==> src/rtl/lcp_pkg.sv <==
// Shared constants, types and the Life rule for the cell-pair stencil unit.
// No dependencies; imported by life_cell_pair_stencil_unit.
package lcp_pkg;

  localparam int MAX_COLS     = 63;
  localparam int MAX_ROWPAIRS = 32;

  localparam int COL_W  = 6;
  localparam int ROW_W  = 5;
  localparam int CFG_W  = 6;
  localparam int BYTE_W = 8;

  // Output tdata: new_byte, out_row, out_col, padded to whole bytes.
  localparam int OUT_FIELDS_W = BYTE_W + ROW_W + COL_W;
  localparam int OUT_DATA_W   = ((OUT_FIELDS_W + 7) / 8) * 8;

  typedef enum logic [0:0] {
    CFG_COLS = 1'b0,
    CFG_ROWS = 1'b1
  } cfg_reg_t;

  // One column of the 3x3 stencil: three row pairs of two cells each.
  // Bits [1:0] row pair above, [3:2] center row pair, [5:4] row pair below.
  // Within a pair, bit 0 is the upper cell and bit 1 the lower cell.
  typedef logic [5:0] stencil_col_t;

  // Result positions released by one source byte, in delivery order.
  typedef enum logic [1:0] {
    RES_PREV_LEFT  = 2'd0,
    RES_PREV_HERE  = 2'd1,
    RES_THIS_LEFT  = 2'd2,
    RES_THIS_HERE  = 2'd3
  } res_slot_t;

  function automatic logic life_rule(input logic alive, input logic [2:0] n);
    logic ok;
    begin
      ok = alive ? ((n == 3'd2) || (n == 3'd3)) : (n == 3'd3);
      return ok;
    end
  endfunction

  // Next state of the center pair; returns {lower alive, upper alive}.
  function automatic logic [1:0] life_pair(input stencil_col_t lft,
                                           input stencil_col_t mid,
                                           input stencil_col_t rgt);
    logic [2:0] side;
    logic [2:0] n_up;
    logic [2:0] n_lo;
    begin
      side = 3'(lft[2]) + 3'(lft[3]) + 3'(rgt[2]) + 3'(rgt[3]);
      n_up = side + 3'(mid[3]) + 3'(lft[1]) + 3'(mid[1]) + 3'(rgt[1]);
      n_lo = side + 3'(mid[2]) + 3'(lft[4]) + 3'(mid[4]) + 3'(rgt[4]);
      return {life_rule(mid[3], n_lo), life_rule(mid[2], n_up)};
    end
  endfunction

  // Recenters a column on its lower two row pairs; the row pair below is dead.
  function automatic stencil_col_t shift_down(input stencil_col_t col);
    return {2'b00, col[5:2]};
  endfunction

endpackage

==> src/rtl/life_cell_pair_stencil_unit.sv <==
// Life (B3/S23) generation engine over a raster stream of cell-pair bytes.
// A line memory keeps two row pairs per column; the Life rule is in lcp_pkg.
//
// Usage:
//   Source bytes enter on the s_ group in raster order (row pair 0 column 0
//   first). Each byte holds two stacked cells: low nibble upper, high nibble
//   lower, any set bit meaning alive. Results leave on the m_ group as the
//   next generation byte with its row pair and column. The byte at (r, c)
//   releases (r-1, c-1), plus (r-1, c) on the last column; on the last row
//   pair it also releases (r, c-1) and, on the last column, (r, c).
//   tlast marks the last result of a source beat, tuser the final result of
//   the generation. Cells outside the grid are dead.
// Timing:
//   Results pass stage 1 and the result group register. While m_tready is
//   high, one beat is taken per cycle if each releases at most one result,
//   and the output moves one result per cycle; a beat releasing more holds
//   the next beat with results until its last one leaves. A stalled receiver
//   backs up into s_tready after one buffered beat; nothing is dropped.
// Reset and configuration:
//   rst clears the position to row pair 0 column 0 and the registers to 40
//   columns and 24 row pairs. A register write also restarts the generation.
module life_cell_pair_stencil_unit
  import lcp_pkg::*;
(
  input  logic                  clk,
  input  logic                  rst,
  // Configuration write port.
  input  logic                  cfg_we,
  input  logic [0:0]            cfg_index,
  input  logic [CFG_W-1:0]      cfg_data,
  // Source stream. tdata: [7:0] cell_byte.
  input  logic                  s_tvalid,
  output logic                  s_tready,
  input  logic [BYTE_W-1:0]     s_tdata,
  // Result stream. tdata: [7:0] new_byte, [12:8] out_row, [18:13] out_col,
  // zero fill above. tlast: last_of_run. tuser: frame_done.
  output logic                  m_tvalid,
  input  logic                  m_tready,
  output logic [OUT_DATA_W-1:0] m_tdata,
  output logic                  m_tlast,
  output logic                  m_tuser
);

  // Configuration and effective grid size.
  logic [CFG_W-1:0] cols_in_use;
  logic [CFG_W-1:0] rowpairs_in_use;
  logic [COL_W-1:0] last_col;
  logic [ROW_W-1:0] last_row;

  always_comb begin
    last_col = (cols_in_use == '0) ? '0 : cols_in_use - COL_W'(1);
    if (rowpairs_in_use == '0) begin
      last_row = '0;
    end else if (rowpairs_in_use > CFG_W'(MAX_ROWPAIRS)) begin
      last_row = ROW_W'(MAX_ROWPAIRS - 1);
    end else begin
      last_row = ROW_W'(rowpairs_in_use - CFG_W'(1));
    end
  end

  // Position of the next source beat.
  logic [COL_W-1:0] col_count;
  logic [ROW_W-1:0] row_count;

  // Line memory: [3:2] newest row pair written at this column, [1:0] the one before.
  logic [3:0] line_mem [MAX_COLS];
  logic [3:0] rd_data;

  // Stage 1: beat whose line memory data is now available.
  logic             s1_valid;
  logic [1:0]       s1_cells;
  logic [ROW_W-1:0] s1_r;
  logic [COL_W-1:0] s1_c;
  logic             s1_go;

  // Stencil window: the two columns left of the current one.
  stencil_col_t win1;
  stencil_col_t win2;

  // Result group waiting for the output port.
  logic [3:0]       grp_mask;
  logic [1:0]       grp_cells [4];
  logic [ROW_W-1:0] grp_r;
  logic [COL_W-1:0] grp_c;

  logic in_acc;
  logic out_pop;

  // Current column and the results it releases.
  stencil_col_t cur_col;
  stencil_col_t left1;
  stencil_col_t left2;
  logic [1:0]   res_cells [4];
  logic [3:0]   new_mask;
  logic [3:0]   wr_data;

  always_comb begin
    cur_col = {s1_cells,
               (s1_r != '0) ? rd_data[3:2] : 2'b00,
               (s1_r > ROW_W'(1)) ? rd_data[1:0] : 2'b00};
    left1 = (s1_c != '0) ? win1 : '0;
    left2 = (s1_c > COL_W'(1)) ? win2 : '0;
    res_cells[RES_PREV_LEFT] = life_pair(left2, left1, cur_col);
    res_cells[RES_PREV_HERE] = life_pair(left1, cur_col, '0);
    res_cells[RES_THIS_LEFT] = life_pair(shift_down(left2), shift_down(left1),
                                         shift_down(cur_col));
    res_cells[RES_THIS_HERE] = life_pair(shift_down(left1), shift_down(cur_col), '0);
    new_mask[RES_PREV_LEFT] = (s1_r != '0) && (s1_c != '0);
    new_mask[RES_PREV_HERE] = (s1_r != '0) && (s1_c == last_col);
    new_mask[RES_THIS_LEFT] = (s1_r == last_row) && (s1_c != '0);
    new_mask[RES_THIS_HERE] = (s1_r == last_row) && (s1_c == last_col);
    wr_data = {s1_cells, rd_data[3:2]};
  end

  // Output selection: lowest pending slot goes first.
  res_slot_t  sel;
  logic [3:0] rest_mask;
  logic       grp_free;

  always_comb begin
    if (grp_mask[RES_PREV_LEFT]) begin
      sel = RES_PREV_LEFT;
    end else if (grp_mask[RES_PREV_HERE]) begin
      sel = RES_PREV_HERE;
    end else if (grp_mask[RES_THIS_LEFT]) begin
      sel = RES_THIS_LEFT;
    end else begin
      sel = RES_THIS_HERE;
    end
    rest_mask = grp_mask & ~(4'b0001 << sel);
  end

  always_comb begin
    m_tvalid = (grp_mask != '0);
    m_tlast  = (rest_mask == '0);
    m_tuser  = (sel == RES_THIS_HERE);
    m_tdata  = '0;
    m_tdata[BYTE_W-1:0] = {{4{grp_cells[sel][1]}}, {4{grp_cells[sel][0]}}};
    m_tdata[BYTE_W +: ROW_W] = (sel == RES_PREV_LEFT || sel == RES_PREV_HERE) ?
                               grp_r - ROW_W'(1) : grp_r;
    m_tdata[BYTE_W+ROW_W +: COL_W] = (sel == RES_PREV_LEFT || sel == RES_THIS_LEFT) ?
                                     grp_c - COL_W'(1) : grp_c;
  end

  assign out_pop  = m_tvalid && m_tready;
  assign grp_free = (grp_mask == '0) || (m_tready && rest_mask == '0);
  assign s1_go    = s1_valid && ((new_mask == '0) || grp_free);
  assign s_tready = !s1_valid || s1_go;
  assign in_acc   = s_tvalid && s_tready;

  // Configuration registers and position counters.
  always_ff @(posedge clk) begin
    if (rst) begin
      cols_in_use     <= CFG_W'(40);
      rowpairs_in_use <= CFG_W'(24);
      col_count       <= '0;
      row_count       <= '0;
    end else if (cfg_we) begin
      case (cfg_reg_t'(cfg_index))
        CFG_COLS: cols_in_use     <= cfg_data;
        CFG_ROWS: rowpairs_in_use <= cfg_data;
        default:  ;
      endcase
      col_count <= '0;
      row_count <= '0;
    end else if (in_acc) begin
      if (col_count == last_col) begin
        col_count <= '0;
        row_count <= (row_count == last_row) ? '0 : row_count + ROW_W'(1);
      end else begin
        col_count <= col_count + COL_W'(1);
      end
    end
  end

  // Line memory. A read of the column written in the same cycle takes the new data.
  always_ff @(posedge clk) begin
    if (s1_go) begin
      line_mem[s1_c] <= wr_data;
    end
    if (in_acc) begin
      if (s1_go && (s1_c == col_count)) begin
        rd_data <= wr_data;
      end else begin
        rd_data <= line_mem[col_count];
      end
    end
  end

  // Stage 1 and window.
  always_ff @(posedge clk) begin
    if (rst) begin
      s1_valid <= 1'b0;
    end else if (in_acc) begin
      s1_valid <= 1'b1;
    end else if (s1_go) begin
      s1_valid <= 1'b0;
    end
  end

  always_ff @(posedge clk) begin
    if (in_acc) begin
      s1_cells <= {(s_tdata[7:4] != '0), (s_tdata[3:0] != '0)};
      s1_r     <= row_count;
      s1_c     <= col_count;
    end
    if (s1_go) begin
      win2 <= win1;
      win1 <= cur_col;
    end
  end

  // Result group.
  always_ff @(posedge clk) begin
    if (rst) begin
      grp_mask <= '0;
    end else if (s1_go && (new_mask != '0)) begin
      grp_mask <= new_mask;
    end else if (out_pop) begin
      grp_mask <= rest_mask;
    end
  end

  always_ff @(posedge clk) begin
    if (s1_go && (new_mask != '0)) begin
      grp_cells <= res_cells;
      grp_r     <= s1_r;
      grp_c     <= s1_c;
    end
  end

  // Checks.
  a_pos_in_range: assert property (@(posedge clk) disable iff (rst)
    (col_count <= last_col) && (row_count <= last_row))
    else $error("source position outside the configured grid");

  a_s1_in_range: assert property (@(posedge clk) disable iff (rst)
    s1_valid |-> (s1_c <= last_col) && (s1_r <= last_row))
    else $error("line memory access outside the configured columns");

  a_no_overwrite: assert property (@(posedge clk) disable iff (rst)
    (s1_go && (new_mask != '0) && (grp_mask != '0)) |-> (out_pop && rest_mask == '0))
    else $error("result group replaced before it was delivered");

  a_frame_end_last: assert property (@(posedge clk) disable iff (rst)
    (m_tvalid && m_tuser) |-> m_tlast)
    else $error("generation end not on the last result of its beat");

  a_frame_wraps: assert property (@(posedge clk) disable iff (rst)
    (out_pop && m_tuser) |-> (grp_r == last_row) && (grp_c == last_col))
    else $error("generation end flagged away from the last cell");

endmodule
==> config.mk <==
export PLATFORM = sky130hd
export DESIGN_NAME = life_cell_pair_stencil_unit
export DESIGN_NICKNAME = d
export VERILOG_FILES = /design/src/rtl/lcp_pkg.sv /design/src/rtl/life_cell_pair_stencil_unit.sv
export SDC_FILE = /design/constraint.sdc
export NUM_CORES = 1
export LEC_CHECK = 0
export BUFFER_PORTS_ARGS = -buffer_cell sky130_fd_sc_hd__buf_2
export CAP_MARGIN = 20
export CORE_ASPECT_RATIO = 0.6
export CORE_UTILIZATION = 25
export CTS_BUF_LIST = sky130_fd_sc_hd__clkbuf_16
export DETAILED_ROUTE_END_ITERATION = 8
export PLACE_DENSITY = 0.5
export SYNTH_ARGS = -nofsm -noshare
export SYNTH_HDL_FRONTEND = slang
export SYNTH_SLANG_ARGS = --single-unit
==> constraint.sdc <==
create_clock -name clk -period 3.7 [get_ports clk]
set_input_delay 0.185 -clock clk [delete_from_list [all_inputs] [get_ports clk]]
set_output_delay 0.185 -clock clk [all_outputs]
set_load 0.05 [all_outputs]
==> flow_metrics.env <==
export IMPL_switching_share_pct=23.9
export IMPL_intPower_mw=5.02
export IMPL_p_seq_share_pct=49.9
export IMPL_dp_cells=1517
export IMPL_fin_skew_ns=0.0228
export IMPL_avgSynthCellArea_um2=14.6
export IMPL_cap_violations=0
export IMPL_finalSetupTns_ns=0
export IMPL_hold_path_class="in -> reg"
export IMPL_final_antenna_net_count=0
export IMPL_numCtsBuffers=25
export IMPL_cts_tree="done"
export IMPL_critical_path_max_stage_delay_ns=0.55
export IMPL_endpoint_kind="flop"
export IMPL_rows=62
export IMPL_r2r_setup_slack_ns=0.20
export IMPL_syn_inst=844
export IMPL_die_w_um=288
export IMPL_drt_wl_total_um=28700
export IMPL_numPortBuffers=42
export IMPL_ys_seq_elements=262
export IMPL_placed_area_um2=13400
export IMPL_crit_top_cell="fa_1"
export IMPL_die_y_um=174
export IMPL_grt_pass1_vias=7061
export IMPL_clkSinkCount=262
export IMPL_track_usage_pct=11.6
export IMPL_synth_seq_area_share_pct=61.7
export IMPL_area_growth_pct=17.1
export IMPL_synthFlopType="edfxtp_1"
export IMPL_status="complete, but fails checks"
export IMPL_gp_congestion=0.774
export IMPL_fp_coreArea_um2=48200
export IMPL_root_buffer="clkbuf_16"
export IMPL_start_util_pct=25.5
export IMPL_finalNetCount=975
export IMPL_crit_path_top_delay_cell="or4_4"
export IMPL_yosysWarnings=0
export IMPL_power_frac_clock_pct=40.8
export IMPL_p_switching_mw=1.58
export IMPL_cts_buffer_depth=3
export IMPL_cp_max_fo=3
export IMPL_vdd_drop_max_v=0.000370
export IMPL_regArea_um2=7590
export IMPL_rsz0062_at_grt="true"
export IMPL_p_total_mw=6.60
export IMPL_clk_latency_ns=0.54
export IMPL_worst_ep_arrival_time_ns=3.87
export IMPL_synth_edff_count=234
export IMPL_hold_violations=0
export IMPL_async_flop_share_pct=0
export IMPL_period_minus_slack_ns=3.50
export IMPL_clk_pin_slew_worst_paths_ns=0.07
export IMPL_htree_num_levels=1
export IMPL_setup_viol=0
export IMPL_max_slew_margin_rel_pct=28.7
export IMPL_critPathKind="reg -> reg"
export IMPL_final_cells=1575
export IMPL_start_kind="flop"
export IMPL_via_per_inst=4.53
export IMPL_dr_pass1_iters=7
export IMPL_grt_max_degree=68
export IMPL_drive_gt1_share_pct=22.9
export IMPL_multi_input_area_um2=4320
export IMPL_worst_endpoint_required_ns=4.06
export IMPL_max_freq_mhz=285
export IMPL_power_density_nw_per_um2=458
export IMPL_grt_antenna_before_repair=0
export IMPL_die_area_um2=50100
export IMPL_place_hpwl_um=19500
export IMPL_combPwrFrac_pct=9.3
export IMPL_n_fill_cell=4757
export IMPL_p_leak_nw=4.75
export IMPL_grt_ovfl_total=0
export IMPL_ys_types=68
export IMPL_finalCritPeriodShare_pct=94.7
export IMPL_violations="DRC"
export IMPL_io_pins=48
export IMPL_routedWlPerCell_um=18.2
export IMPL_post_route_cell_area_um2=14400
export IMPL_drtIter0Drc=519
export IMPL_drc=1
export IMPL_grt_pass1_wl_um=44300
export IMPL_cp_cell_sequence="or4_4, or2_4, nand2_2, inv_1, fa_1, ha_1, inv_1, fa_1, fa_1, xnor2_1, a211oi_1"
export IMPL_num_vias=7133
export IMPL_diodes=0
export IMPL_syn_area_um2=12300
export IMPL_final_max_slew_viol_count=0
export IMPL_tightest_slew_ns=1.07
[cell usage in the layout, fill, tap and decap left out, drive strengths merged, types with 4 or more instances in the layout]
cell type and count:
ha 19, dlygate4sd3 12, conb 5, xor2 17, nand3b 4, clkbuf 25
nand2b 12, bufinv 4, xnor2 17, o21ai 20, or4 4, clkinvlp 4
dfxtp 28, o31ai 5, or3 12, mux4 59, nand2 41, nand4 4
nor4 4, nand3 15, nor2 86, inv 52, fa 19, or2 5
nor2b 6, and2 9, a211oi 5, maj3 4, edfxtp 234, clkinv 8
nor3 26, buf 83, a21oi 28, nor3b 5, mux2i 13
[final timing paths]
check                                start  cells after the start           end
worst max-delay path               s1_r[1]                     11  grp_cells[6]
worst max register to register     s1_r[1]                     11  grp_cells[6]
worst min-delay path            s_tdata[3]                      2   s1_cells[0]
worst min register to register     win1[4]                      0       win2[4]
[state kept, by name, summed over array words and instances (netlist names)]
signal	cells
win2	5
win1	5
grp_mask	4
s1_r	5
grp_c	6
cols_in_use	6
s1_cells	2
s1_valid	1
col_count	6
grp_r	5
line_mem	189
row_count	5
s1_c	6
rd_data	3
rowpairs_in_use	6
grp_cells	8
[area by class of cell]
type / instances / area share, %
Timing Repair Buffer: 95 / 4.60
Clock buffer: 25 / 4.34
Multi-Input combinational cell: 485 / 30.0
Sequential cell: 262 / 52.7
Tap cell: 640 / 5.56
Inverter: 48 / 1.25
Clock inverter: 20 / 1.61
[stage by stage]
stage          util, %  hold WS, ns  setup slack, ns
5_1_grt           29.9       0.0180          -0.0679
3_3_place_gp      27.8        0.428            0.127
6_report          29.9       0.0112            0.197
2_1_floorplan        -        0.306            0.104
3_5_place_dp      27.8        0.432            0.109
4_1_cts           29.8      0.00205           0.0961
[cell usage after synthesis (3+ instances only)]
master	number	share of area, %
o31ai_1	4	0.24
a21oi_1	28	1.1
ha_1	19	1.9
nor3_1	26	1.1
inv_2	3	0.092
fa_1	19	3.1
nand3_1	14	0.57
clkbuf_1	29	0.88
o21ai_1	4	0.16
o21ai_0	16	0.65
nor2b_1	6	0.31
nand2b_1	12	0.61
nor2_1	85	2.6
and2_1	9	0.46
nor4_1	4	0.20
buf_2	7	0.28
nand4_1	3	0.15
a211o_1	3	0.21
a211oi_1	5	0.31
edfxtp_1	234	57
inv_1	45	1.4
or2_2	3	0.15
nand2_1	41	1.3
xnor2_1	17	1.2
a31oi_1	3	0.15
mux2_2	3	0.27
or3_1	12	0.61
nand3b_1	3	0.18
dfxtp_1	28	4.6
and3_1	3	0.15
buf_4	14	0.85
mux4_2	59	11
o32ai_1	3	0.21
mux2i_1	13	1.1
xor2_1	17	1.2
nor3b_1	4	0.24
or4_1	4	0.24
[cell families after synthesis]
| family | share of synthesized area [%] |
|---|---|
| AOI/OAI and AO/OA | 4.48 |
| xor gates and xnor gates | 2.42 |
| adders and majority gates | 5.37 |
| buffers and inverters | 3.64 |
| DFF | 61.7 |
| muxes | 12.1 |
| other | 0.0305 |
| and+or+nand+nor | 10.3 |
[layer usage]
metal / global-route usage [%] / wire length [um] / vias up
met4: 1.81 / 408 / 2
met5: 0.865 / 60 / -
li1: - / - / 3300
met1: 19.1 / 15200 / 3588
met2: 15.0 / 11200 / 208
met3: 2.76 / 1880 / 35
[critical path, delay by kind of cell (launching register included)]
kind	cells	cell delay (ns)
compound gates	1	0.18
xor+xnor	1	0.14
fa+ha+maj	4	1.57
buf+inv	2	0.15
flops	1	0.39
simple gates	3	0.91
[what timing repair did]
action / 4_1_cts / 5_1_grt
hold buffers: 12 / 0
buffers inserted: 0 / 1
gates resized for setup: 0 / 7
endpoints found under the hold margin: 17 / 0
endpoints found under the setup margin: 0 / 30
[power groups by stage]
stage / sequential [mW] / combinational [mW] / clock [mW]
2_1_floorplan: 3.35 / 0.448 / 0
3_3_place_gp: 3.36 / 0.598 / 0
3_5_place_dp: 3.36 / 0.603 / 0
4_1_cts: 3.30 / 0.613 / 2.76
5_1_grt: 3.30 / 0.678 / 2.86
6_report: 3.30 / 0.612 / 2.69
Power figures use the tool's default switching activity.
